`src/design/ibtb_pkg.sv`:
```
`timescale 1ns / 1ps
// ----------------------------------------------------------------------------
// ibtb_pkg
// Shared types, field widths and codes of the interleaved branch target buffer.
// ----------------------------------------------------------------------------
package ibtb_pkg;

    // Default sizes
    localparam int BANKS_DEFAULT      = 4;
    localparam int INDEX_BITS_DEFAULT = 10;
    localparam int ADDR_BITS_DEFAULT  = 48;

    // Fixed field widths of the request and result beats
    localparam int FIELD_ADDR_W = 48;
    localparam int MASK_W       = 4;
    localparam int KIND_W       = 2;
    localparam int CTR_W        = 2;
    localparam int FUNC_W       = 2;

    // One bank slot of a table row: target, kind, counter
    localparam int SLOT_W = FIELD_ADDR_W + KIND_W + CTR_W;

    // Request kinds
    localparam logic [FUNC_W-1:0] FUNC_QUERY  = 2'd0;
    localparam logic [FUNC_W-1:0] FUNC_ADD    = 2'd1;
    localparam logic [FUNC_W-1:0] FUNC_UPDATE = 2'd2;

    // Branch kinds
    localparam logic [KIND_W-1:0] KIND_UNCOND = 2'd2;

    // Bimodal counter values
    localparam logic [CTR_W-1:0] CTR_MIN       = 2'd0;
    localparam logic [CTR_W-1:0] CTR_RESET     = 2'd1;
    localparam logic [CTR_W-1:0] CTR_TAKEN_MIN = 2'd2;
    localparam logic [CTR_W-1:0] CTR_MAX       = 2'd3;

    typedef struct packed {
        logic [FUNC_W-1:0]       func;
        logic [FIELD_ADDR_W-1:0] address;
        logic [FIELD_ADDR_W-1:0] target_address;
        logic [KIND_W-1:0]       branch_kind;
        logic                    outcome_taken;
    } ibtb_req_t;

    typedef struct packed {
        logic                    hit;
        logic [FIELD_ADDR_W-1:0] next_fetch_address;
        logic [MASK_W-1:0]       valid_mask;
    } ibtb_rsp_t;

    // Sequencer states
    typedef enum logic [2:0] {
        ST_CLEAR = 3'b001,
        ST_IDLE  = 3'b010,
        ST_EXEC  = 3'b100
    } ibtb_state_t;

    // Sequencer status towards the datapath
    typedef struct packed {
        logic busy;
        logic accept;
        logic exec;
        logic clear;
    } ibtb_ctrl_t;

endpackage

```
`src/design/ibtb_row.sv`:
```
`timescale 1ns / 1ps
// ----------------------------------------------------------------------------
// ibtb_row
// Row datapath: address decode, query evaluation and row modify for add and
// predictor update.
// ----------------------------------------------------------------------------
module ibtb_row
    import ibtb_pkg::*;
#(
    parameter int BANKS      = BANKS_DEFAULT,
    parameter int INDEX_BITS = INDEX_BITS_DEFAULT,
    parameter int ADDR_BITS  = ADDR_BITS_DEFAULT,
    localparam int BANK_BITS = $clog2(BANKS),
    localparam int AW        = (ADDR_BITS < FIELD_ADDR_W) ? ADDR_BITS : FIELD_ADDR_W,
    localparam int TAG_W     = AW - BANK_BITS,
    localparam int ROW_W     = TAG_W + BANKS * SLOT_W
) (
    input  ibtb_req_t             new_req,
    input  ibtb_req_t             cur_req,
    input  logic [ROW_W-1:0]      rdata,
    output logic [INDEX_BITS-1:0] rd_index,
    output logic [INDEX_BITS-1:0] wr_index,
    output logic                  row_we,
    output logic [ROW_W-1:0]      wr_row,
    output ibtb_rsp_t             rsp,
    output logic                  rsp_valid
);

    localparam int BANK_SEL_W = (BANK_BITS > 0) ? BANK_BITS : 1;
    localparam int TAGX_W     = (TAG_W > INDEX_BITS) ? TAG_W : INDEX_BITS;
    localparam int MASK_BANKS = (BANKS < MASK_W) ? BANKS : MASK_W;

    logic [AW-1:0]           new_addr, cur_addr, fall_addr;
    logic [TAG_W-1:0]        new_tag, cur_tag, stored_tag;
    logic [TAGX_W-1:0]       new_tag_x, cur_tag_x;
    logic [BANK_SEL_W-1:0]   cur_bank;
    logic [FIELD_ADDR_W-1:0] slot_target [BANKS];
    logic [KIND_W-1:0]       slot_kind   [BANKS];
    logic [CTR_W-1:0]        slot_ctr    [BANKS];
    logic [BANKS-1:0]        taken, first, slot_valid;
    logic [FIELD_ADDR_W-1:0] target_sel;
    logic                    any_taken, hit;

    // Address decode: bank, tag, index
    assign new_addr  = new_req.address[AW-1:0];
    assign cur_addr  = cur_req.address[AW-1:0];
    assign new_tag   = new_addr[AW-1:BANK_BITS];
    assign cur_tag   = cur_addr[AW-1:BANK_BITS];
    assign new_tag_x = TAGX_W'(new_tag);
    assign cur_tag_x = TAGX_W'(cur_tag);
    assign rd_index  = new_tag_x[INDEX_BITS-1:0];
    assign wr_index  = cur_tag_x[INDEX_BITS-1:0];

    if (BANK_BITS > 0)
    begin : g_bank_sel
        assign cur_bank = cur_addr[BANK_SEL_W-1:0];
    end
    else
    begin : g_bank_one
        assign cur_bank = '0;
    end

    // Row unpack
    assign stored_tag = rdata[TAG_W-1:0];
    always_comb
    begin
        for (int b = 0; b < BANKS; b++)
        begin
            slot_target[b] = rdata[TAG_W + b*SLOT_W +: FIELD_ADDR_W];
            slot_kind[b]   = rdata[TAG_W + b*SLOT_W + FIELD_ADDR_W +: KIND_W];
            slot_ctr[b]    = rdata[TAG_W + b*SLOT_W + FIELD_ADDR_W + KIND_W +: CTR_W];
        end
    end

    // Query: first taken bank wins, later slots drop out
    always_comb
    begin
        logic seen;
        seen       = 1'b0;
        target_sel = '0;
        for (int b = 0; b < BANKS; b++)
        begin
            taken[b]      = (slot_kind[b] == KIND_UNCOND) || (slot_ctr[b] >= CTR_TAKEN_MIN);
            first[b]      = taken[b] && !seen;
            slot_valid[b] = !seen;
            seen          = seen | taken[b];
            target_sel    = target_sel | ({FIELD_ADDR_W{first[b]}} & slot_target[b]);
        end
        any_taken = seen;
    end

    assign hit       = (stored_tag == cur_tag);
    assign fall_addr = cur_addr + AW'(BANKS);
    assign rsp_valid = (cur_req.func == FUNC_QUERY);

    always_comb
    begin
        rsp.hit                = hit;
        rsp.next_fetch_address = (hit && any_taken) ? target_sel
                                                    : FIELD_ADDR_W'(fall_addr);
        rsp.valid_mask         = '0;
        for (int i = 0; i < MASK_BANKS; i++)
        begin
            rsp.valid_mask[i] = hit ? slot_valid[i] : 1'b1;
        end
    end

    // Row modify for add and update
    always_comb
    begin
        logic [CTR_W-1:0] ctr;
        wr_row = rdata;
        row_we = 1'b0;
        ctr    = CTR_MIN;
        case (cur_req.func)
            FUNC_ADD:
            begin
                row_we              = 1'b1;
                wr_row[TAG_W-1:0]   = cur_tag;
                for (int b = 0; b < BANKS; b++)
                begin
                    if (BANK_SEL_W'(b) == cur_bank)
                    begin
                        wr_row[TAG_W + b*SLOT_W +: FIELD_ADDR_W] = cur_req.target_address;
                        wr_row[TAG_W + b*SLOT_W + FIELD_ADDR_W +: KIND_W] =
                            cur_req.branch_kind;
                    end
                end
            end
            FUNC_UPDATE:
            begin
                // empty (zero tag) entries are not trained
                row_we = (stored_tag != '0);
                for (int b = 0; b < BANKS; b++)
                begin
                    if (BANK_SEL_W'(b) == cur_bank)
                    begin
                        ctr = slot_ctr[b];
                        if (cur_req.outcome_taken)
                        begin
                            if (ctr != CTR_MAX)
                            begin
                                ctr = ctr + 1'b1;
                            end
                        end
                        else if (ctr != CTR_MIN)
                        begin
                            ctr = ctr - 1'b1;
                        end
                        wr_row[TAG_W + b*SLOT_W + FIELD_ADDR_W + KIND_W +: CTR_W] = ctr;
                    end
                end
            end
            default:
            begin
                row_we = 1'b0;
            end
        endcase
    end

endmodule

```
`config.mk`:
```
export PLATFORM = sky130hd
export DESIGN_NAME = ibtb_row
export DESIGN_NICKNAME = d
export VERILOG_FILES = /design/src/design/ibtb_pkg.sv /design/src/design/ibtb_row.sv
export SDC_FILE = /design/constraint.sdc
export NUM_CORES = 1
export LEC_CHECK = 0
export BUFFER_PORTS_ARGS = -buffer_cell sky130_fd_sc_hd__buf_2
export CELL_PAD_IN_SITES_DETAIL_PLACEMENT = 0
export CELL_PAD_IN_SITES_GLOBAL_PLACEMENT = 1
export CORE_AREA = 4 4 305 307
export DETAILED_ROUTE_END_ITERATION = 16
export DIE_AREA = 0 0 309 311
export PLACE_DENSITY_LB_ADDON = 0.1
export SETUP_SLACK_MARGIN = 0.3
export SKIP_LAST_GASP = 1
export SYNTH_ARGS = -nofsm -noshare
export SYNTH_HDL_FRONTEND = slang
export SYNTH_SLANG_ARGS = --single-unit
```
`constraint.sdc`:
```
create_clock -name vclk -period 1.5
set_input_delay 0 -clock vclk [all_inputs]
set_output_delay 0 -clock vclk [all_outputs]
set_load 0.05 [all_outputs]
```
==> reports/results.ini <==
[floorplanning]
initial_core_util_pct = 7.289
row_count = 110
dieArea_mm2 = 0.09610
die_x_um = 309
io_pins = 785
core_mm2 = 0.09001
die_height_um = 311

[power_and_ir_drop]
p_per_area_mw_per_mm2 = 395.2
leakage_uw = 0.008541
ir_worst_vdd_uv = 163.7

[drt]
drc = 0
dr_total_vias = 10290
drt_iter0_markers = 391
routed_wl_um = 76490
wl_per_cell_um = 26.71
ant_nets = 0
drt_pass1_iterations = 4
vias_per_cell = 3.595

[placed_design]
dp.cells = 2770
port_buffers = 673
hpwlAfterDp_um = 61420
placed_area_mm2 = 0.01404
gp_congestion = 0.7514
dpl_worst_slack_ns = -1.707

[flow_run]
max_cap_violations = 0

[critical_path]
startpoint_type = input port
criticalPathCategory = in2out
crit_required_ns = 1.50
cp-end-kind = primary output
worst_ep_arrival_time_ns = 2.25
worstPathMaxFanout = 8

[synth]
syn_area_per_cell_um2 = 8.232
synthesis.area_mm2 = 0.006561
ys_seq_area_share_pct = 0
yosysWarnings = 0
mappedNetlistNets = 1257
netlist_instances = 797
synth_cell_types = 48

[final_layout]
n_clock_buffer = 0
syn2layout_area_growth_pct = 189.1
fillCellCount = 9962
layout.cells.non_filler = 2863
n_sequential_cell = 0
fin_area_mm2 = 0.01897
fin_nets = 2138
drive_above_1_share_pct = 78.46
regArea_um2 = 0

[worst_hold_path]
hp-class = in2out
hold_depth = 0

[timing]
slew_headroom_pct = 47.32
tightest_slew_ns = 0.7902
rsz0062_at_grt = yes
period_share_pct = 150.0
slew_viol_final = 0
fmaxAchievable_mhz = 444.5
setup-violations-final = 126
fin_hold_ws_ns = 0.00001930
layout_setup_ws_ns = -0.7497
hold_viol_final = 0
finalCriticalPeriod_ns = 2.250

[run_status]
status = finished, violations left
violations = setup timing

[grt]
grt_max_degree = 53
grt_pass1_vias = 11520
antenna_found_initial = 16
grt_usage_pct = 15.08
grt_pass1_wl_um = 101200
grt.overflow.total = 0

==> power breakdown <==
part           internal [µW]  switching, µW  total [µW]
clock network       0.000231              0    0.000231
logic                   3190           4300        7500
registers                  0              0           0
==> synth_stat cells, types with 2 or more instances <==
cell type | count | area share, %
and3_1 | 7 | 0.67
maj3_1 | 2 | 0.31
nand2_1 | 26 | 1.5
nor2b_1 | 2 | 0.19
a21oi_1 | 6 | 0.46
nor4_1 | 23 | 2.2
a22oi_1 | 48 | 5.5
nor3_1 | 7 | 0.53
nor3b_1 | 2 | 0.23
o31a_1 | 2 | 0.27
o21ai_0 | 12 | 0.92
clkbuf_1 | 32 | 1.8
mux2_1 | 3 | 0.51
buf_1 | 19 | 1.1
mux2_2 | 245 | 42
buf_4 | 28 | 3.2
inv_1 | 11 | 0.63
xor2_1 | 74 | 9.9
and4_1 | 4 | 0.53
nand4_1 | 19 | 1.8
a221o_1 | 3 | 0.46
buf_12 | 3 | 0.92
mux2i_1 | 46 | 7.0
nand3_1 | 18 | 1.4
ha_1 | 4 | 0.76
buf_2 | 7 | 0.53
xnor2_1 | 16 | 2.1
nand3b_1 | 3 | 0.34
and2_1 | 2 | 0.19
a221oi_1 | 45 | 6.0
nor2_1 | 61 | 3.5
==> worst max-delay path: stages <==
cell and delay (ns):
buf_4 0.14, xor2_4 0.17, nor4_4 0.47, nand4_1 0.21
nor3_4 0.19, o31a_4 0.27, buf_12 0.13, buf_16 0.15
mux2_4 0.33, buf_8 0.15
==> cells in the final DEF, fill, tap and decap left out, drive strengths merged, types with 18 or more instances in the layout <==
| cell | instances |
|---|---|
| a221oi | 45 |
| nor2 | 61 |
| nand3 | 18 |
| nand2 | 26 |
| mux2i | 46 |
| nor4 | 24 |
| buf | 967 |
| mux2 | 248 |
| nand4 | 20 |
| xor2 | 74 |
| a22oi | 48 |
==> path summary, 6_finish.rpt <==
check  slack (ns)           to        start
max         -0.75       rsp[5]  cur_req[57]
min       0.00002  rd_index[2]  new_req[55]
==> layer usage <==
metal	track usage (%)	up-vias	wire length [µm]
met4	1.877	8	988
met5	0	-	55
met1	18.03	5018	31600
met3	2.532	43	3768
met2	28.67	411	40070
li1	-	4812	-
==> logic make-up after synthesis <==
group / Yosys count / synth area share (%)
other: 1 / 0.05715
XOR/XNOR: 90 / 12.01
AO/OA/AOI/OAI: 122 / 14.36
buffers and inverters: 102 / 8.429
multiplexers: 294 / 49.58
adder cells (fa/ha/maj): 6 / 1.068
AND/OR/NAND/NOR: 182 / 14.49
==> layout make-up <==
type               instances  area, µm²  share of cell area, %
multi-input cells        695       7716                  40.68
well taps               1176       1471                  7.757
inverters                 12      57.56                 0.3034
repair buffers           969       9696                  51.11
diodes                    11      27.53                 0.1451
==> repair_timing <==
action | CTS | global route
cloned | 26 | 0
resized for setup | 861 | 149
pin swaps | 9 | 8
hold buffers | 0 | 0
buffers inserted | 49 | 7
endpoints found under the setup margin | 307 | 306
==> through the flow <==
stage | TNS [ns] | total power (µW) | util, %
after floorplan | -19.31 | 3532 | -
after global placement | -110.99 | 6030 | 15.60
after detailed placement | -106.51 | 6011 | 15.60
after CTS | -41.11 | 7429 | 20.35
after global routing | -49.38 | 7852 | 21.06
final | -36.10 | 7495 | 21.07
(Power assumes the default switching activity.)
