## config.mk

```make
export PLATFORM = sky130hd
export DESIGN_NAME = ibtb_ctrl
export DESIGN_NICKNAME = d
export VERILOG_FILES = /design/src/design/ibtb_pkg.sv /design/src/design/ibtb_ctrl.sv
export SDC_FILE = /design/constraint.sdc
export NUM_CORES = 1
export LEC_CHECK = 0
export BUFFER_PORTS_ARGS = -buffer_cell sky130_fd_sc_hd__buf_2
export CORE_AREA = 8 8 45 47
export CTS_CLUSTER_DIAMETER = 60
export CTS_CLUSTER_SIZE = 12
export DETAILED_ROUTE_END_ITERATION = 8
export DIE_AREA = 0 0 53 55
export GPL_TIMING_DRIVEN = 0
export PLACE_DENSITY = 0.8
export SLEW_MARGIN = 5
export SYNTH_ARGS = -nofsm -noshare
export SYNTH_HDL_FRONTEND = slang
export SYNTH_SLANG_ARGS = --single-unit
```

## constraint.sdc

```tcl
create_clock -name clk -period 2.3 [get_ports clk]
set_clock_uncertainty 0.2 [all_clocks]
set_input_delay 0 -clock clk [delete_from_list [all_inputs] [get_ports clk]]
set_output_delay 0 -clock clk [all_outputs]
set_load 0.01 [all_outputs]
```

## src/design/ibtb_pkg.sv

```systemverilog
`timescale 1ns / 1ps
// ----------------------------------------------------------------------------
// ibtb_pkg
// Shared types, field widths and codes of the interleaved branch target buffer.
// ----------------------------------------------------------------------------
package ibtb_pkg;

    // Default sizes
    localparam int BANKS_DEFAULT      = 4;
    localparam int INDEX_BITS_DEFAULT = 10;
    localparam int ADDR_BITS_DEFAULT  = 48;

    // Fixed field widths of the request and result beats
    localparam int FIELD_ADDR_W = 48;
    localparam int MASK_W       = 4;
    localparam int KIND_W       = 2;
    localparam int CTR_W        = 2;
    localparam int FUNC_W       = 2;

    // One bank slot of a table row: target, kind, counter
    localparam int SLOT_W = FIELD_ADDR_W + KIND_W + CTR_W;

    // Request kinds
    localparam logic [FUNC_W-1:0] FUNC_QUERY  = 2'd0;
    localparam logic [FUNC_W-1:0] FUNC_ADD    = 2'd1;
    localparam logic [FUNC_W-1:0] FUNC_UPDATE = 2'd2;

    // Branch kinds
    localparam logic [KIND_W-1:0] KIND_UNCOND = 2'd2;

    // Bimodal counter values
    localparam logic [CTR_W-1:0] CTR_MIN       = 2'd0;
    localparam logic [CTR_W-1:0] CTR_RESET     = 2'd1;
    localparam logic [CTR_W-1:0] CTR_TAKEN_MIN = 2'd2;
    localparam logic [CTR_W-1:0] CTR_MAX       = 2'd3;

    typedef struct packed {
        logic [FUNC_W-1:0]       func;
        logic [FIELD_ADDR_W-1:0] address;
        logic [FIELD_ADDR_W-1:0] target_address;
        logic [KIND_W-1:0]       branch_kind;
        logic                    outcome_taken;
    } ibtb_req_t;

    typedef struct packed {
        logic                    hit;
        logic [FIELD_ADDR_W-1:0] next_fetch_address;
        logic [MASK_W-1:0]       valid_mask;
    } ibtb_rsp_t;

    // Sequencer states
    typedef enum logic [2:0] {
        ST_CLEAR = 3'b001,
        ST_IDLE  = 3'b010,
        ST_EXEC  = 3'b100
    } ibtb_state_t;

    // Sequencer status towards the datapath
    typedef struct packed {
        logic busy;
        logic accept;
        logic exec;
        logic clear;
    } ibtb_ctrl_t;

endpackage

```

## src/design/ibtb_ctrl.sv

```systemverilog
`timescale 1ns / 1ps
// ----------------------------------------------------------------------------
// ibtb_ctrl
// Sequencer: clearing sweep after reset, then an execute state for each accepted beat.
// ----------------------------------------------------------------------------
module ibtb_ctrl
    import ibtb_pkg::*;
#(
    parameter int INDEX_BITS = INDEX_BITS_DEFAULT
) (
    input  logic                  clk,
    input  logic                  rst_n,
    input  logic                  start,
    output ibtb_ctrl_t            ctrl,
    output logic [INDEX_BITS-1:0] clear_index
);

    ibtb_state_t           state_reg, state_next;
    logic [INDEX_BITS-1:0] clear_cnt_reg, clear_cnt_next;

    // Status decode
    always_comb
    begin
        ctrl.busy   = (state_reg != ST_IDLE);
        ctrl.accept = start && (state_reg == ST_IDLE);
        ctrl.exec   = (state_reg == ST_EXEC);
        ctrl.clear  = (state_reg == ST_CLEAR);
    end

    assign clear_index = clear_cnt_reg;

    // Next state
    always_comb
    begin
        state_next     = state_reg;
        clear_cnt_next = clear_cnt_reg;
        case (state_reg)
            ST_CLEAR:
            begin
                clear_cnt_next = clear_cnt_reg + 1'b1;
                if (&clear_cnt_reg)
                begin
                    state_next = ST_IDLE;
                end
            end
            ST_IDLE:
            begin
                if (start)
                begin
                    state_next = ST_EXEC;
                end
            end
            ST_EXEC:
            begin
                state_next = ST_IDLE;
            end
            default:
            begin
                state_next = ST_CLEAR;
            end
        endcase
    end

    always_ff @(posedge clk or negedge rst_n)
    begin
        if (!rst_n)
        begin
            state_reg     <= ST_CLEAR;
            clear_cnt_reg <= '0;
        end
        else
        begin
            state_reg     <= state_next;
            clear_cnt_reg <= clear_cnt_next;
        end
    end

endmodule

```

==> flow_metrics.env, run 1 <==
export IMPL_clk_pin_slew_ns=0.07
export IMPL_clkSinkCount=13
export IMPL_syn_nets=58
export IMPL_portBuffers=16
export IMPL_grt_overflow=0
export IMPL_synth_cells=54
export IMPL_dieArea_mm2=0.00292
export IMPL_fin_nets=82
export IMPL_tns_ns=0
export IMPL_max_freq_ghz=0.604
export IMPL_largest_reg_flops=10
export IMPL_grtUsageTotal=0.0952
export IMPL_cts_tree="built"
export IMPL_yosysSeqAreaShare=0.526
export IMPL_drc=0
export IMPL_die_h_um=55
export IMPL_tightest_slew_ns=0.560
export IMPL_ys_ff_latch=13
export IMPL_min_period_ns=1.66
export IMPL_netlist_area_leader_share=0.484
export IMPL_cts_htree_levels=1
export IMPL_firstDrtPassIters=4
export IMPL_drt_vias_per_instance=5.12
export IMPL_grt_pass1_vias=468
export IMPL_required_ns=2.29
export IMPL_slew_viol_final=0
export IMPL_multiInputGateArea_um2=287
export IMPL_netlist_top_cells_area="dfrtp_1 48%, xor2_1 7.1%, xnor2_1 5.6%"
export IMPL_worstHoldPathType="primary input to asynchronous set/reset pin"
export IMPL_finalHoldViolations=0
export IMPL_first_iter_violations=10
export IMPL_p_per_area_mw_per_mm2=944
export IMPL_register_area_um2=327
export IMPL_end_kind="flip-flop"
export IMPL_worstPathMaxFanout=7
export IMPL_placeableCoreArea_mm2=0.00138
export IMPL_routed_wl_um=1260
export IMPL_setup_viol=0
export IMPL_synth_area_leader_cell="dfrtp_1"
export IMPL_vias=476
export IMPL_gp_congestion=0.740
export IMPL_syn_avg_cell_area_um2=11.5
export IMPL_die_w_um=53
export IMPL_max_slew_margin_rel=0.626
export IMPL_antenna_found_initial=0
export IMPL_area_delta_synth_final_pct=25.2
export IMPL_drive_above_1_share=0.299
export IMPL_antenna_cells=0
export IMPL_p_leak_nw=0.369
export IMPL_place_hpwl_um=944
export IMPL_post_route_period_util=0.720
export IMPL_postLayoutCoreUtil=0.561
export IMPL_cts_resized=0
export IMPL_synth_warnings=0
export IMPL_cts_buffers=3
export IMPL_cp_start_kind="flip-flop"
export IMPL_syn_cell_area_um2=621
export IMPL_arrival_ns=1.65
export IMPL_drv_cap=0
export IMPL_clockBufferDepth=2
export IMPL_nFillCells=135
export IMPL_status="completed"
export IMPL_grt_max_degree=13
export IMPL_ios=17
export IMPL_post_cts_buffers=0
export IMPL_antenna_left=0
export IMPL_hold_buffers=3
export IMPL_grt_pass1_wl_um=2070
export IMPL_clk_latency_ns=0.26
export IMPL_wire_per_inst_um=13.5
export IMPL_rsz0062_at_grt="no"
export IMPL_root_buffer="clkbuf_4"
export IMPL_core_rowCount=14
export IMPL_start_util=0.448
export IMPL_max_vdd_ir_drop_uv=431
export IMPL_ys_types=22
export IMPL_crit_type="flip-flop to flip-flop"
synth_stat cells, drive strengths merged:
| cell | n |
|---|---|
| mux2 | 1 |
| or2 | 1 |
| nand2b | 3 |
| nand3 | 3 |
| o31a | 1 |
| xor2 | 5 |
| dfstp | 1 |
| ha | 1 |
| a21o | 2 |
| xnor2 | 4 |
| dfrtp | 12 |
| nor3 | 1 |
| inv | 2 |
| nand2 | 3 |
| nor3b | 1 |
| or3b | 1 |
| nor2 | 4 |
| nor4 | 3 |
| o31ai | 1 |
| nand4 | 3 |
| nand4bb | 1 |
worst max-delay path, stage by stage (launching register included):
cell and delay [ns]:
dfstp_2 0.59, nor3b_4 0.39, nand3_2 0.13, o31a_1 0.28
area by class of cell:
class	count	share of cell area
Sequential cell	13	0.420
Inverter	2	0.00966
Multi-Input combinational cell	39	0.369
Tap cell	16	0.0258
Clock buffer	4	0.0338
Timing Repair Buffer	19	0.142
cells in the final DEF, fill, tap and decap left out:
cell type	count
nand2_1	3
or2_1	1
nand3_1	2
clkbuf_4	3
dfrtp_1	12
nand4_1	3
o31ai_1	1
clkbuf_1	1
a21o_1	2
nand3_2	1
dfstp_2	1
xor2_1	5
xnor2_1	4
nand4bb_1	1
inv_1	2
nor2_1	4
buf_2	16
or3b_2	1
nor4_1	3
nor3_1	1
dlygate4sd3_1	3
nor3b_4	1
mux2_1	1
ha_1	1
nand2b_1	3
o31a_1	1
kinds of logic after synthesis:
group | after synthesis | share of synthesized area
and+or+nand+nor | 24 | 0.246
DFF | 13 | 0.526
xor gates and xnor gates | 9 | 0.127
AOI/OAI and AO/OA | 4 | 0.0504
buffers and inverters | 2 | 0.0121
muxes | 1 | 0.0181
adders and majority gates | 1 | 0.0202
where the power goes:
group / switching (mW) / internal (mW) / total, mW
sequential: 0.0767 / 0.290 / 0.366
clock: 0.0678 / 0.0670 / 0.135
combinational: 0.121 / 0.111 / 0.232
worst paths after layout:
check,startpoint,end,slack (ns),cells after the start
setup / recovery,state_reg[0]$_DFFE_PN1P_,state_reg[0]$_DFFE_PN1P_,0.64,3
hold / removal,rst_n,state_reg[0]$_DFFE_PN1P_,0.02,2
min in group clk,clear_index[8]$_DFFE_PN0P_,clear_index[8]$_DFFE_PN0P_,0.29,1
hold reg to reg,clear_index[8]$_DFFE_PN0P_,clear_index[8]$_DFFE_PN0P_,0.29,1
setup reg to reg,state_reg[0]$_DFFE_PN1P_,state_reg[0]$_DFFE_PN1P_,0.64,3
max in group asynchronous,rst_n,clear_index[6]$_DFFE_PN0P_,0.91,3
layer usage:
layer / up-vias / part of all wire / track usage
li1: 237 / - / -
met1: 229 / 0.44 / 0.112
met4: 0 / 0.0079 / 0.0517
met2: 8 / 0.48 / 0.154
met5: - / 0 / 0
met3: 2 / 0.065 / 0.0267
metrics by stage:
stage | setup slack [ns] | area [um2] | total power [mW] | instances | hold WS [ns]
6_report | 0.645 | 777 | 0.733 | 93 | 0.0158
4_1_cts | 0.638 | 777 | 0.747 | 93 | 0.00828
2_1_floorplan | 0.710 | 621 | 0.504 | 54 | -0.496
5_1_grt | 0.574 | 777 | 0.791 | 93 | 0.0205
3_5_place_dp | 0.659 | 721 | 0.602 | 86 | -0.297
3_3_place_gp | 0.674 | 721 | 0.594 | 86 | -0.297
Note: power is estimated with default switching activity, not from simulation.
==> inputs of run 2 (changes only) <==
==> constraint.sdc (replaced) <==
create_clock -name clk -period 1.6 [get_ports clk]
set_clock_uncertainty 0.2 [all_clocks]
set_input_delay 0 -clock clk [delete_from_list [all_inputs] [get_ports clk]]
set_output_delay 0 -clock clk [all_outputs]
set_load 0.01 [all_outputs]
==> flow_metrics.env, run 2 (same netlist as run 1, synthesis figures left out) <==
export IMPL_tightest_slew_ns=0.563
export IMPL_place_hpwl_um=944
export IMPL_routed_wl_um=1330
export IMPL_nFillCells=128
export IMPL_status="completed"
export IMPL_internal_power_mw=0.680
export IMPL_required_ns=1.59
export IMPL_grtUsageTotal=0.0963
export IMPL_root_buffer="clkbuf_4"
export IMPL_drive_above_1_share=0.395
export IMPL_wire_per_inst_um=13.7
export IMPL_placeableCoreArea_mm2=0.00138
export IMPL_drc=0
export IMPL_crit_type="flip-flop to flip-flop"
export IMPL_cts_buffers=3
export IMPL_combPwrFrac=0.324
export IMPL_grt_pass1_wl_um=2100
export IMPL_largest_reg_flops=10
export IMPL_clk_latency_ns=0.27
export IMPL_max_slew_margin_rel=0.623
export IMPL_arrival_ns=1.55
export IMPL_finalHoldViolations=0
export IMPL_gp_congestion=0.740
export IMPL_final_common_cell="buf_2"
export IMPL_first_iter_violations=11
export IMPL_grt_max_degree=13
export IMPL_mostFrequentLayoutCells="16 x buf_2, 11 x dfrtp_1, 5 x xor2_1, 4 x nor2_1, 4 x xnor2_1"
export IMPL_slew_viol_final=0
export IMPL_fin_ws_ns=0.0432
export IMPL_grt_overflow=0
export IMPL_p_leak_nw=0.387
export IMPL_antenna_found_initial=0
export IMPL_firstDrtPassIters=4
export IMPL_clock_power_share=0.183
export IMPL_drt_vias_per_instance=5.24
export IMPL_cts_htree_levels=1
export IMPL_r2r_slack_ns=0.04
export IMPL_p_per_area_mw_per_mm2=1280
export IMPL_switching_share=0.364
export IMPL_antenna_left=0
export IMPL_end_kind="flip-flop"
export IMPL_cp_start_kind="flip-flop"
export IMPL_vias=508
export IMPL_fin_nets=86
export IMPL_cts_tree="built"
export IMPL_holdWs_ns=0.0133
export IMPL_grt_pass1_vias=483
export IMPL_rsz0062_at_grt="yes"
export IMPL_power_mw=1.07
export IMPL_antenna_cells=0
export IMPL_p_sw_mw=0.389
export IMPL_worstHoldPathType="primary input to asynchronous set/reset pin"
export IMPL_worstPathMaxFanout=6
export IMPL_max_freq_ghz=0.642
export IMPL_clk_pin_slew_ns=0.07
export IMPL_setup_viol=0
export IMPL_seqPwrFrac=0.492
export IMPL_die_h_um=55
export IMPL_dieArea_mm2=0.00292
export IMPL_min_period_ns=1.56
export IMPL_post_route_period_util=0.973
export IMPL_start_util=0.448
export IMPL_max_vdd_ir_drop_uv=628
export IMPL_clkSinkCount=13
export IMPL_ios=17
export IMPL_pre_cts_ws_ns=-0.0411
export IMPL_portBuffers=16
export IMPL_core_rowCount=14
export IMPL_clockBufferDepth=2
export IMPL_area_delta_synth_final_pct=34.1
export IMPL_die_w_um=53
export IMPL_drv_cap=0
-- run 2: area by class of cell --
type | instances | area [um2] | share of cell area
inverter | 2 | 7.51 | 0.00902
multi-input combinational | 39 | 307 | 0.368
timing repair buffer | 23 | 144 | 0.173
clock buffer | 4 | 26.3 | 0.0316
tap | 16 | 20.0 | 0.0241
sequential | 13 | 328 | 0.394
-- run 2: stage by stage --
step                utilization  cells  setup TNS, ns  area [um2]
floorplan                     -     54              0         621
global placement          0.521     86        -0.0520         721
detailed placement        0.521     86        -0.0739         721
CTS                       0.572     95              0         792
global route              0.601     97        -0.0110         832
finish                    0.601     97              0         832
-- run 2: power groups by stage --
stage          logic (mW)  clock network, mW  registers [mW]
3_3_place_gp        0.326                  0           0.528
5_1_grt             0.392              0.217           0.542
3_5_place_dp        0.334                  0           0.532
4_1_cts             0.342              0.206           0.526
6_report            0.347              0.196           0.526
2_1_floorplan       0.164                  0           0.560
-- run 2: final timing paths --
path | from | end | depth (start not counted)
worst min register to register | clear_index[8]$_DFFE_PN0P_ | clear_index[8]$_DFFE_PN0P_ | 1
worst max-delay path | state_reg[0]$_DFFE_PN1P_ | clear_index[7]$_DFFE_PN0P_ | 3
worst min-delay path | rst_n | state_reg[0]$_DFFE_PN1P_ | 2
max in group asynchronous | rst_n | state_reg[2]$_DFFE_PN0P_ | 3
min in group clk | clear_index[8]$_DFFE_PN0P_ | clear_index[8]$_DFFE_PN0P_ | 1
worst max register to register | state_reg[0]$_DFFE_PN1P_ | clear_index[7]$_DFFE_PN0P_ | 3
-- run 2: critical path, cell delays in order (launching register included) --
cell and delay (ns):
dfstp_2 0.58, nand4bb_1 0.22, nor4_1 0.28, xor2_1 0.20
-- run 2: metal layers --
metal | vias to the layer above | GRT usage | share of wire
li1 | 247 | - | -
met3 | 4 | 0.0294 | 0.066
met1 | 247 | 0.110 | 0.43
met2 | 10 | 0.158 | 0.49
met4 | 0 | 0.0517 | 0.017
met5 | - | 0 | 0
-- run 2: repair_timing --
action,4_1_cts,5_1_grt
pin swaps,0,1
setup buffers,2,2
setup endpoints to repair,4,7
hold buffers,3,0
resized for setup,0,6
endpoints found under the hold margin,15,0
