### src/design/ibtb_ram.sv
`timescale 1ns / 1ps
// ----------------------------------------------------------------------------
// ibtb_ram
// Generic simple dual-port RAM: one write port, one read port, registered read.
// ----------------------------------------------------------------------------
module ibtb_ram #(
    parameter int WIDTH = 8,
    parameter int DEPTH = 16
) (
    input  logic                     clk,
    input  logic                     we,
    input  logic [$clog2(DEPTH)-1:0] waddr,
    input  logic [WIDTH-1:0]         wdata,
    input  logic                     re,
    input  logic [$clog2(DEPTH)-1:0] raddr,
    output logic [WIDTH-1:0]         rdata
);

    logic [WIDTH-1:0] mem [DEPTH];

    // Write port
    always_ff @(posedge clk)
    begin
        if (we)
        begin
            mem[waddr] <= wdata;
        end
    end

    // Registered read port
    always_ff @(posedge clk)
    begin
        if (re)
        begin
            rdata <= mem[raddr];
        end
    end

endmodule

### config.mk
export PLATFORM = sky130hd
export DESIGN_NAME = ibtb_ram
export DESIGN_NICKNAME = d
export VERILOG_FILES = /design/src/design/ibtb_ram.sv
export SDC_FILE = /design/constraint.sdc
export NUM_CORES = 1
export LEC_CHECK = 0
export BUFFER_PORTS_ARGS = -buffer_cell sky130_fd_sc_hd__buf_4
export CORE_ASPECT_RATIO = 2
export CORE_MARGIN = 1.5
export CORE_UTILIZATION = 40
export DETAILED_ROUTE_END_ITERATION = 6
export PLACE_DENSITY = 0.66
export SLEW_MARGIN = 20
export SYNTH_ARGS = -nofsm -noshare
export SYNTH_HDL_FRONTEND = slang
export SYNTH_SLANG_ARGS = --single-unit
### constraint.sdc
create_clock -name clk -period 2 [get_ports clk]
set_input_delay 0.3 -clock clk [delete_from_list [all_inputs] [get_ports clk]]
set_output_delay 0.3 -clock clk [all_outputs]
set_load 0.1 [all_outputs]
==> flow_results.org, run 1 <==
** Run
- Across the run, the number of max-cap violations was 0.

** Logic synthesis
- The most used flip-flop cell after synthesis is sky130_fd_sc_hd__edfxtp_1.
- By area the synthesized netlist is led by sky130_fd_sc_hd__edfxtp_1 (78%), sky130_fd_sc_hd__mux4_2 (7.8%), sky130_fd_sc_hd__mux4_1 (7.0%), sky130_fd_sc_hd__a22oi_1 (2.3%), sky130_fd_sc_hd__nor2_1 (0.93%).
- Mean post-synth cell area :: between 20 and 25 um^2
- Synth Net Count :: about 250
- Summing every instance area after synthesis gives 5230 um^2.
- Warnings from Yosys :: 0
- Seq cells post-synth :: between 100 and 150
- Number of flops mapped to enable cells by yosys :: around 140
- Of all flip-flops after synthesis, the portion carrying an async set or reset was 0%.
- In this run, distinct cell masters in the synthesized netlist total 18.
- Gate count of the mapped netlist :: approximately 230
- Yosys top cell area share :: between 70% and 80%
- Sequential elements use 78.1% of the synthesized area.
- Commonest cells in the synthesized netlist :: sky130_fd_sc_hd__edfxtp_1 (136), sky130_fd_sc_hd__mux4_2 (18), sky130_fd_sc_hd__a22oi_1 (16), sky130_fd_sc_hd__mux4_1 (14), sky130_fd_sc_hd__nor2_1 (13)
- The most common cell in the synthesized netlist is sky130_fd_sc_hd__edfxtp_1.
- The synthesized design spends more area on one cell type than any other, namely sky130_fd_sc_hd__edfxtp_1.

** Placed design
- Once detailed placement completed, the half-perimeter wirelength came to 7070 um.
- Routability-driven placement congestion ratio :: roughly 0.76
- During placement, the flow inserted port buffers numbering 26.
- Counting tap cells, the placed design contains a total of approximately 420 instances.

** Timing
- Counting I/O delays and the setup requirement, the final critical path takes about 1.5 ns.
- The count of final hold-check violations came to 0.
- For the pin with the worst max-slew slack, the measured transition is around 0.38 ns.
- Of the available clock period, the critical path in the final layout requires between 70 and 80%.
- Setup repair after global routing missed its margin :: no
- Sum Neg Setup Slack :: 0 ns
- Setup violations remaining at the end of the flow were counted as 0.
- On the final layout, the worst clock skew is 0.0126 ns.
- Final hold analysis gives a worst-case slack of about 0.15 ns.
- The number of max-slew violations in the final report came to 0.
- Measured against its own limit, the worst slew margin works out to about 75%.
- Based on the critical path, the design can be clocked at up to 679 MHz.

** Routing
- The first routing iteration left 130 violations.
- For this run, design rule violations remaining after detail routing come to 0.
- Before antenna repair, the detailed router went through 4 iterations.
- Vias per std cell :: 5.59
- DR WL/cell :: ~23 um
- Once detail routing completed, the nets flagged for antenna violations numbered 0.
- After detailed routing, the total wire length is ~10000 um.
- For this block, the via count after detailed routing is between 2000 and 3000.

** Outcome
- Outcome :: finished, final reports clean

** Global route
- Initial antenna violation count :: 0
- Global routing consumed, over all layers together, 16.0% of the routing resources.
- The first global-routing pass estimated 15400 um of wire.
- Entering global routing, the biggest net connects 17 pins.
- Vias in the first global route :: approximately 2800
- Total congestion overflow :: 0

** Clocking
- The clock net in this run drives a total of ~140 sinks.
- Buffers from clock root to sink, at most :: 3
- TritonCTS created 25 clock buffers.
- At the later pin of the worst-skew pair, clock insertion delay measures 0.46 ns.
- Clock-pin slew was measured on the worst setup and hold paths at ~0.050 ns.
- After clock tree synthesis, the repair step resized 0 gates.
- Root buffer selected by CTS :: sky130_fd_sc_hd__clkbuf_16
- After clock tree synthesis, the setup repair step added 0 buffers.
- The clock tree synthesis step divided the H-tree into 4 levels.
- For this design, the CTS-stage hold fixing added 0 buffers.
- TritonCTS built the clock tree.

** Power and ir drop
- Power consumption :: ~0.0069 W
- Worst VDD drop :: approximately 0.00052 V
- In this run the static leakage power is 2.19 nW.
- Dividing total power by cell area gives a power density of around 1100 nW/um^2.

** Worst setup path
- In this run the critical register-to-register path is launched from mem[9][4].
- For the worst flop-to-flop path, the logic depth is 3.
- Worst Path Arrival :: 1.68 ns
- R2R Setup Slk :: 0.53 ns
- Critical path peak fanout :: 1
- STA classifies the critical path startpoint as a flip-flop.
- Type of the worst setup path :: reg -> reg
- The endpoint identified for the worst register-to-register timing path is rdata[4].
- Kind of end point of the critical path :: flip-flop
- Critical path data required time :: around 2.2 ns

** Floorplanning
- Die width :: about 84 um
- For this configuration, the core starts out at a cell density of 41.4%.
- Core region area :: about 13000 um^2
- I/O pin total :: 27
- The floorplan step defined a die boundary enclosing 13800 um^2.
- In this run the core area contains 58 standard-cell rows.
- Die height :: roughly 160 um

** Final layout
- The area growth from synthesis to layout is 22.1%.
- Diodes inserted :: 0
- Number of nets in the layout :: between 300 and 400
- The count of cells in the finished layout, fillers not included, comes to approximately 450.
- Fraction of final layout cells sized beyond drive strength 1 :: a little under a third

** Min path
- Count of cells along the worst hold path :: 1
- Beginning of the worst hold path :: wdata[3]
- The min-delay analysis places its worst path in the category in -> reg.
- Worst hold endpoint :: mem[4][3]
==> how the worst max path moves through the flow <==
stage	to	from	slack, ns	cells past startpoint
after global placement	rdata[5]	raddr[0]	0.16	5
after CTS	rdata[4]	mem[9][4]	0.51	3
after floorplan	mem[0][0]	waddr[2]	0.21	2
after global routing	rdata[4]	mem[9][4]	0.47	3
final	rdata[4]	mem[9][4]	0.53	3
after detailed placement	rdata[6]	raddr[0]	0.15	5
==> cells in the final DEF (no fill, tap or decap), types with 2 or more instances in the layout <==
cell / Yosys / final
sky130_fd_sc_hd__buf_4: 1 / 46
sky130_fd_sc_hd__clkinv_1: 0 / 4
sky130_fd_sc_hd__a22oi_1: 16 / 16
sky130_fd_sc_hd__nor2_1: 13 / 13
sky130_fd_sc_hd__nand2_1: 9 / 9
sky130_fd_sc_hd__nand2b_1: 2 / 2
sky130_fd_sc_hd__edfxtp_1: 136 / 136
sky130_fd_sc_hd__nand3b_1: 2 / 2
sky130_fd_sc_hd__nor3_1: 4 / 4
sky130_fd_sc_hd__clkbuf_16: 0 / 25
sky130_fd_sc_hd__mux4_2: 18 / 18
sky130_fd_sc_hd__mux4_1: 14 / 14
sky130_fd_sc_hd__buf_12: 0 / 3
==> logic make-up (layout without fill, tap and decap cells) <==
family / Yosys count / count (layout) / synth area share [%]
DFF: 136 / 136 / 78.1
and+or+nand+nor: 35 / 35 / 3.14
muxes: 32 / 32 / 14.8
AOI/OAI and AO/OA: 16 / 16 / 2.30
buffers and inverters: 10 / 80 / 1.65
==> state kept, by name (all words and copies together), names as in the netlist <==
signal and count:
mem 128, rdata 8
==> power breakdown <==
| group | internal [W] | switching [W] | leakage [nW] | total, W |
|---|---|---|---|---|
| Sequential | 0.00322 | 0.0000168 | 1.24 | 0.00324 |
| Clock | 0.00220 | 0.00108 | 0.319 | 0.00328 |
| Combinational | 0.000152 | 0.000265 | 0.629 | 0.000417 |
==> through the flow <==
step / utilization (%) / setup WS (ns) / area, um^2
floorplan: - / 0.207 / 5230
global placement: 45.4 / 0.161 / 5730
detailed placement: 45.4 / 0.150 / 5730
CTS: 50.6 / 0.506 / 6380
global route: 50.6 / 0.469 / 6380
finish: 50.6 / 0.528 / 6380
==> routing by layer <==
layer  up-vias  GRT usage [%]  wire length [um]
met5         -              0                 0
met4         0           11.3               533
met3        35           3.85               436
met2        95           29.3              5730
met1      1275           15.5              3550
li1       1103              -                 -
==> final cells by class <==
class                           instances  area, um^2
Fill cell                            1019        6240
Sequential cell                       136        4080
Multi-Input combinational cell         83        1060
Clock buffer                           26         629
Timing Repair Buffer                   49         405
Tap cell                              150         188
Clock inverter                          5        20.0
==> critical path, cell delays in order, from the launching register on <==
cell and delay, ns:
sky130_fd_sc_hd__edfxtp_1 0.36, sky130_fd_sc_hd__mux4_1 0.57, sky130_fd_sc_hd__a22oi_1 0.22, sky130_fd_sc_hd__nand2_1 0.06
No activity file was read; power rests on OpenSTA's default activity.
==> run 2, diff against run 1 <==
--- a/config.mk
+++ b/config.mk
@@ -10,7 +10,7 @@
 export CORE_MARGIN = 1.5
 export CORE_UTILIZATION = 40
 export DETAILED_ROUTE_END_ITERATION = 6
-export PLACE_DENSITY = 0.66
+export PLACE_DENSITY = 0.68
 export SLEW_MARGIN = 20
 export SYNTH_ARGS = -nofsm -noshare
 export SYNTH_HDL_FRONTEND = slang
==> constraint.sdc (replaced) <==
create_clock -name clk -period 1.3 [get_ports clk]
set_input_delay 0.195 -clock clk [delete_from_list [all_inputs] [get_ports clk]]
set_output_delay 0.195 -clock clk [all_outputs]
set_load 0.1 [all_outputs]
==> run 2 against run 1 <==
Compared with the run above: the run now ends with setup timing left; non-clock buffer count grew 14; first-iteration DRC count grew 91%; final area grew 2.8%; clock power grew 57%.
==> flow_results.org, run 2 (same netlist as run 1, synthesis figures left out) <==
** Power and ir drop
- The power per cell area was 1650 nW/um^2 (+52%).
- Pleak :: 2.22 nW (+1.5%)
- The peak ir drop on the vdd network was 0.000954 V (+85%).

** Worst setup path
- The register-to-register setup slack came to -0.12 ns (-0.64 ns).
- Launching instance or port of the critical path :: mem[0][0]
- Type of the worst setup path :: reg -> reg
- The signal on the critical path passes through mux4_2 > a22oi_2 > nand2_1.
- Crit path max-delay family :: multiplexers
- The logic depth of the worst setup path including buffers was 3 (unchanged).
- Worst path max stage delay :: 0.51 ns (-0.06 ns)
- The worst setup path is captured at a flip-flop.
- Max stage delay cell, worst path :: sky130_fd_sc_hd__mux4_2
- Critical path data required time :: 1.50 ns (-0.70 ns)
- Worst setup SP type :: flip-flop
- In this run the critical register-to-register path is captured at rdata[0].
- Setup crit end :: rdata[0]
- Number of cells on the worst reg-to-reg path :: 3 (unchanged)
- The largest fanout of any net on the critical path was 1 (unchanged).
- The worst register-to-register path begins at mem[0][0].
- Worst Path Arrival :: 1.62 ns (-0.06 ns)
- Buf+Inv Stages, Crit Path :: 0 (unchanged)

** Timing
- Worst Skew :: 0.0112 ns (-0.00143 ns)
- Fin crit period :: 1.42 ns (-0.0552 ns)
- Final period util :: 109% (+35 points)
- The number of max-slew violations in the final report was 0 (unchanged).
- The count of final hold-check violations is 0 (unchanged).
- The peak clock frequency supported by timing was 706 MHz (+3.9%).
- Setup repair after global routing could not meet its margin everywhere.
- The worst slew margin relative to its limit is 35.3% (-40 points).
- The final-layout worst hold slack was 0.0381 ns (-0.107 ns).
- Pin slew with the least headroom to its limit :: 0.968 ns (+0.593 ns)
- The setup slack after layout is -0.117 ns (-0.645 ns).
- The number of setup violations in the final report was 8 (+8).

** Clocking
- Clock tree from TritonCTS :: built
- Post-CTS repair timing setup buffer count :: 0 (unchanged)
- The clock sink total is 136 (unchanged).
- In this run the clock root is driven by a sky130_fd_sc_hd__clkbuf_16.
- The total CTS buffers was 25 (unchanged).
- The clock latency reported for the late side of the worst-skew pair was 0.45 ns (about the same).
- The H-tree depth is 4 (unchanged).
- Register clock-pin slew on the reported worst setup and hold paths :: 0.05 ns (about the same)
- Buffers from clock root to sink, at most :: 3 (unchanged)

** Routing
- The number of vias per cell after detailed routing came to 5.44 (-2.6%).
- The average detailed-routed wire length per instance is 21.9 um (-4.2%).
- The total via count after detailed routing came to 2530 (+0.88%).
- The final wirelength is 10200 um (-0.82%).
- Remaining DRCs :: 0 (unchanged)
- Count of antenna-violating nets left after detailed routing :: 0 (unchanged)
- Detailed-routing iteration count for the pre-antenna-repair pass :: 4 (unchanged)
- DRT iter0 DRCs :: 248 (+91%)

** Floorplanning
- The core box area came to 12600 um^2 (unchanged).
- Die width :: 83.8 um (unchanged)
- I/O pin total :: 27 (unchanged)
- Die height :: 165 um (unchanged)
- Initial cell density of the core :: 41.4% (unchanged)
- Die Area :: 13800 um^2 (unchanged)
- Floorplan row count :: 58 (unchanged)

** Global route
- The largest net degree at the start of global routing is 17 (unchanged).
- Total global routing track utilization :: 15.5% (-0.50 points)
- The wire length of the first global-routing pass came to 15500 um (+0.71%).
- The leftover overflow at the end of global routing is 0 (unchanged).
- The number of global-route vias before repair is 2734 (-1.4%).
- Initial antenna violation count :: 0 (unchanged)

** Final layout
- The total inserted antenna cells is 0 (unchanged).
- More flip-flops sit in one register than any other, and that register is mem.
- Most common cell after layout, fill and taps aside :: sky130_fd_sc_hd__edfxtp_1
- Top flop regs :: mem (128), rdata (8)
- The library cells used most frequently in the layout, excluding fill and tap cells, are sky130_fd_sc_hd__edfxtp_1 (136), sky130_fd_sc_hd__buf_4 (57), sky130_fd_sc_hd__mux4_2 (32), sky130_fd_sc_hd__clkbuf_16 (25), sky130_fd_sc_hd__a22oi_2 (12).
- The number of filler cells placed in the layout is 996 (-2.3%).
- The ratio of cells with drive above 1 in the final layout was 45.4% (+14 points).
- Area Growth Syn to Fin :: 25.6%
- Final core utilization :: 52.0% (+1.4 points)
- The flip-flop count of the largest register, all copies and words added was 128 (unchanged).
- Number of nets in the layout :: 328 (+4.5%)

** Outcome
- Outcome :: finished with violations
- Violated checks :: setup timing

** Placed design
- The number of port buffers was 26 (unchanged).
- Detailed Place HPWL :: 7080 um (+0.16%)
- Routability-driven placement congestion ratio :: 0.782 (+3.3%)

** Min path
- In this run the most critical hold path is launched from re.
- The min-delay analysis places its worst path in the category in -> reg.

** Run
- The number of violations of the max-capacitance limit was 0 (unchanged).
## run 2: worst min-delay path by stage
stage / depth (start not counted) / slack, ns / to
2_1_floorplan: 0 / 0.29 / mem[0][0]
3_3_place_gp: 1 / 0.49 / mem[6][6]
3_5_place_dp: 1 / 0.51 / mem[7][5]
4_1_cts: 1 / 0.03 / mem[5][5]
5_1_grt: 1 / 0.05 / rdata[2]
6_report: 1 / 0.04 / rdata[0]
## run 2: power breakdown
group          internal [W]  switching (W)  leakage (nW)  total [W]
clock               0.00340        0.00175         0.323    0.00515
combinational      0.000272       0.000429         0.659   0.000701
sequential          0.00495      0.0000282          1.24    0.00498
total               0.00862        0.00221          2.22     0.0108
## run 2: cell type report
type                    instances  area, um^2  share of cell area [%]
clock inverters                 7        32.5                   0.496
well taps                     150         188                    2.86
multi-input cells              83        1100                    16.8
clock buffers                  26         629                    9.59
repair buffers                 63         531                    8.08
flip-flops and latches        136        4080                    62.2
## run 2: metal layers
layer  share of wire, %  up-vias  global-route usage (%)
met3                3.3       18                    2.65
li1                   -     1119                       -
met1                 35     1325                    15.6
met4                2.3        0                    6.93
met2                 60       68                    30.5
met5                  0        -                       0
## run 2: through the flow
step           TNS, ns  total power (W)  worst slack [ns]  std cells  area [um^2]
2_1_floorplan   -0.752          0.00548           -0.0954        229         5250
3_3_place_gp     -7.59          0.00572            -0.305        432         5840
3_5_place_dp     -8.08          0.00574            -0.326        432         5840
4_1_cts         -0.765           0.0109            -0.106        465         6520
5_1_grt         -0.946           0.0111            -0.149        465         6570
6_report        -0.582           0.0108            -0.117        465         6570
## run 2: timing repair
item	in CTS	in global routing
endpoints found under the setup margin	10	10
hold buffers	0	0
gates resized for setup	5	10
pin swaps	3	4
==> run 3, diff against run 2 <==
--- a/config.mk
+++ b/config.mk
@@ -7,10 +7,10 @@
 export LEC_CHECK = 0
 export BUFFER_PORTS_ARGS = -buffer_cell sky130_fd_sc_hd__buf_4
 export CORE_ASPECT_RATIO = 2
-export CORE_MARGIN = 1.5
-export CORE_UTILIZATION = 40
+export CORE_MARGIN = 10
+export CORE_UTILIZATION = 25
 export DETAILED_ROUTE_END_ITERATION = 6
-export PLACE_DENSITY = 0.68
+export PLACE_DENSITY = 0.51
 export SLEW_MARGIN = 20
 export SYNTH_ARGS = -nofsm -noshare
 export SYNTH_HDL_FRONTEND = slang
==> run 3 against run 2 <==
Compared with the run above: the run still ends with setup timing left; wire length grew 15%; sequential share of layout area grew 0.25 points; via count shrank 4.8%; die area grew 99%; utilization shrank 20 points; critical path type unchanged; total power shrank 8.5%; register-to-register slack gained 0.04 ns.
==> flow_results.org, run 3 (same netlist as run 1, synthesis figures left out) <==
** Routing
- Remaining DRCs :: 0 (unchanged)
- Final WL :: 11600 um (+15%)
- The first-pass iteration count of the detailed router was 4 (unchanged).
- The final antenna-violating net count was 0 (unchanged).
- The number of vias per cell after detailed routing is 4.23 (-22%).
- Number of vias after detailed routing :: 2409 (-4.8%)
- DRT iter0 DRCs :: 144 (-42%)
- DR WL/cell :: 20.4 um (-6.5%)

** Power and ir drop
- The portion of total power attributed to sequential cells is 50.2% (+4.2 points).
- The part of the total power dissipated in combinational logic came to 7.1% (+0.6 points).
- The power per cell area was 1520 nW/um^2 (-8.1%).
- The leakage component of the power was 2.12 nW (-4.5%).
- The peak ir drop on the vdd network was 0.000854 V (-10%).
- The overall power came to 0.00991 W (-8.5%).
- The clock share of power was 42.7% (-4.9 points).
- The switching share of power is 21.5% (+1.1 points).
- The reported net switching power came to 0.00213 W (-3.4%).
- The cell-internal power was 0.00778 W (-9.8%).

** Clocking
- The clock transition at the registers of the reported paths is 0.06 ns (about the same).
- The maximum buffer depth of the clock tree was 2 (-1).
- In this run the clock root is driven by a sky130_fd_sc_hd__clkbuf_16.
- The post-CTS setup buffer count was 0 (unchanged).
- H-tree depth :: 4 (unchanged)
- Clk_lat worst skew :: 0.42 ns (-0.03 ns)
- The total CTS buffers came to 17 (-32%).
- TritonCTS built the clock tree.
- The clock sink total came to 136 (unchanged).

** Placed design
- The cell count after placement was 539 (+25%).
- Routability-driven placement congestion ratio :: 0.748 (-4.4%)
- Detailed Place HPWL :: 8500 um (+20%)
- IO Port Bufs :: 26 (unchanged)

** Timing
- The number of max-slew violations in the final report was 0 (unchanged).
- Setup WS post-layout :: -0.0784 ns (+0.0382 ns)
- Worst Skew :: 0.00581 ns (-0.00538 ns)
- Fin crit period :: 1.38 ns (-0.0382 ns)
- The part of the cycle the worst path needs came to 106% (-2.9 points).
- Setup repair after global routing missed its margin :: yes
- The number of setup violations in the final report is 8 (unchanged).
- Final worst hold slack :: 0.0745 ns (+0.0364 ns)
- The transition time of the tightest slew-check pin came to 1.02 ns (+0.0536 ns).
- The count of final hold-check violations came to 0 (unchanged).
- Sum Neg Setup Slack :: -0.418 ns (+0.165 ns)
- Maximum operating frequency :: 725 MHz (+2.8%)
- The worst slew margin relative to its limit is 31.6% (-3.7 points).

** Floorplanning
- The die width came to 122 um (+46%).
- Floorplan row count :: 74 (+28%)
- I/O pin total :: 27 (unchanged)
- The die outline area was 27400 um^2 (+99%).
- Initial cell density of the core :: 25.4% (-16 points)
- Core region area :: 20600 um^2 (+63%)
- Die height :: 225 um (+36%)

** Run
- The number of violations of the max-capacitance limit is 0 (unchanged).

** Global route
- The leftover overflow at the end of global routing came to 0 (unchanged).
- Global-route wire length before repair :: 17400 um (+12%)
- Maximum number of pins on one net before global-route repair :: 17 (unchanged)
- Vias in the first global route :: 2720 (-0.51%)
- Total global routing track utilization :: 9.09% (-6.4 points)
- Initial antenna violation count :: 0 (unchanged)

** Min path
- The path class of the tightest hold or removal check is in -> reg.

** Outcome
- Outcome :: finished with violations
- Violated checks :: setup timing

** Final layout
- The ratio of cells with drive above 1 in the final layout was 42.4% (-3.0 points).
- Final instance count without filler cells :: 570 (+23%)
- Largest register FFs :: 128 (unchanged)
- Diodes inserted :: 0 (unchanged)
- The largest registers in the layout are mem (128), rdata (8).
- Leaving out fill and tap cells, the most frequent cells in the layout are sky130_fd_sc_hd__edfxtp_1 (136), sky130_fd_sc_hd__buf_4 (43), sky130_fd_sc_hd__mux4_2 (32), sky130_fd_sc_hd__clkbuf_16 (17), sky130_fd_sc_hd__nor2_1 (10).
- Most common cell after layout, fill and taps aside :: sky130_fd_sc_hd__edfxtp_1
- Area Growth Syn to Fin :: 25.1%
- mem holds more flip-flops than any other register.
- Number of nets in the layout :: 311 (-5.2%)

** Worst setup path
- The worst setup path is launched from a flip-flop.
- The data required time at the worst endpoint came to 1.46 ns (-0.04 ns).
- The signal arrival time at the worst endpoint was 1.54 ns (-0.08 ns).
- The setup path with the least slack is of type reg -> reg.
- The worst setup path is captured at a flip-flop.
- The largest fanout of any net on the critical path is 1 (unchanged).
[run 3: cell count changes in the layout (fill, tap and decap cells not counted)]
| cell | change |
|---|---|
| sky130_fd_sc_hd__buf_4 | -14 |
| sky130_fd_sc_hd__clkbuf_16 | -8 |
| sky130_fd_sc_hd__buf_12 | +4 |
| sky130_fd_sc_hd__clkinv_2 | +4 |
| sky130_fd_sc_hd__a22oi_1 | +3 |
| sky130_fd_sc_hd__a22oi_2 | -3 |
| sky130_fd_sc_hd__buf_6 | +1 |
| sky130_fd_sc_hd__bufinv_16 | +1 |
| sky130_fd_sc_hd__clkbuf_1 | +1 |
| sky130_fd_sc_hd__clkinv_1 | -1 |
| sky130_fd_sc_hd__clkinvlp_4 | +1 |
[run 3: final timing paths]
path	start	endpoint	slack [ns]	cells after the start
max	mem[10][2]	rdata[2]	-0.08	3
min	re	rdata[3]	0.07	1
max reg2reg	mem[10][2]	rdata[2]	-0.08	3
min reg2reg	mem[14][3]	rdata[3]	0.75	3
[run 3: power by group through the flow]
stage	Sequential [W]	Combinational, W	Clock [W]
6_report	0.00497	0.000706	0.00423
5_1_grt	0.00498	0.000755	0.00453
4_1_cts	0.00498	0.000712	0.00433
3_5_place_dp	0.00507	0.000700	0
3_3_place_gp	0.00506	0.000689	0
2_1_floorplan	0.00521	0.000276	0
[run 3: repair_timing]
| item | in CTS | in global routing |
|---|---|---|
| gates resized for setup | 7 | 6 |
| pin swaps | 5 | 3 |
| hold buffers | 0 | 0 |
| endpoints found under the hold margin | 0 | 0 |
| setup endpoints to repair | 11 | 9 |
[run 3: critical path, stage by stage, from the launching register on]
cell and delay [ns]:
sky130_fd_sc_hd__edfxtp_1 0.38, sky130_fd_sc_hd__mux4_2 0.48, sky130_fd_sc_hd__a22oi_1 0.18, sky130_fd_sc_hd__nand2_1 0.09
[run 3: layout make-up]
type / count / area, um^2
clock buffers: 19 / 433
fillers: 1990 / 14000
multi-input cells: 83 / 1090
repair buffers: 54 / 517
clock inverters: 12 / 86.3
flip-flops and latches: 136 / 4080
well taps: 266 / 333
[run 3: layer usage]
metal	part of all wire (%)	track usage, %
met5	0	0
met4	3.0	5.08
met3	3.6	2.69
met2	60	17.0
met1	34	8.38
[run 3: per-stage QoR]
step | cell area, um^2 | setup WS [ns] | util, %
detailed placement | 5970 | -0.352 | 29.0
finish | 6540 | -0.0784 | 31.8
CTS | 6510 | -0.0825 | 31.7
global route | 6540 | -0.140 | 31.8
global placement | 5970 | -0.336 | 29.0
floorplan | 5250 | -0.0954 | -
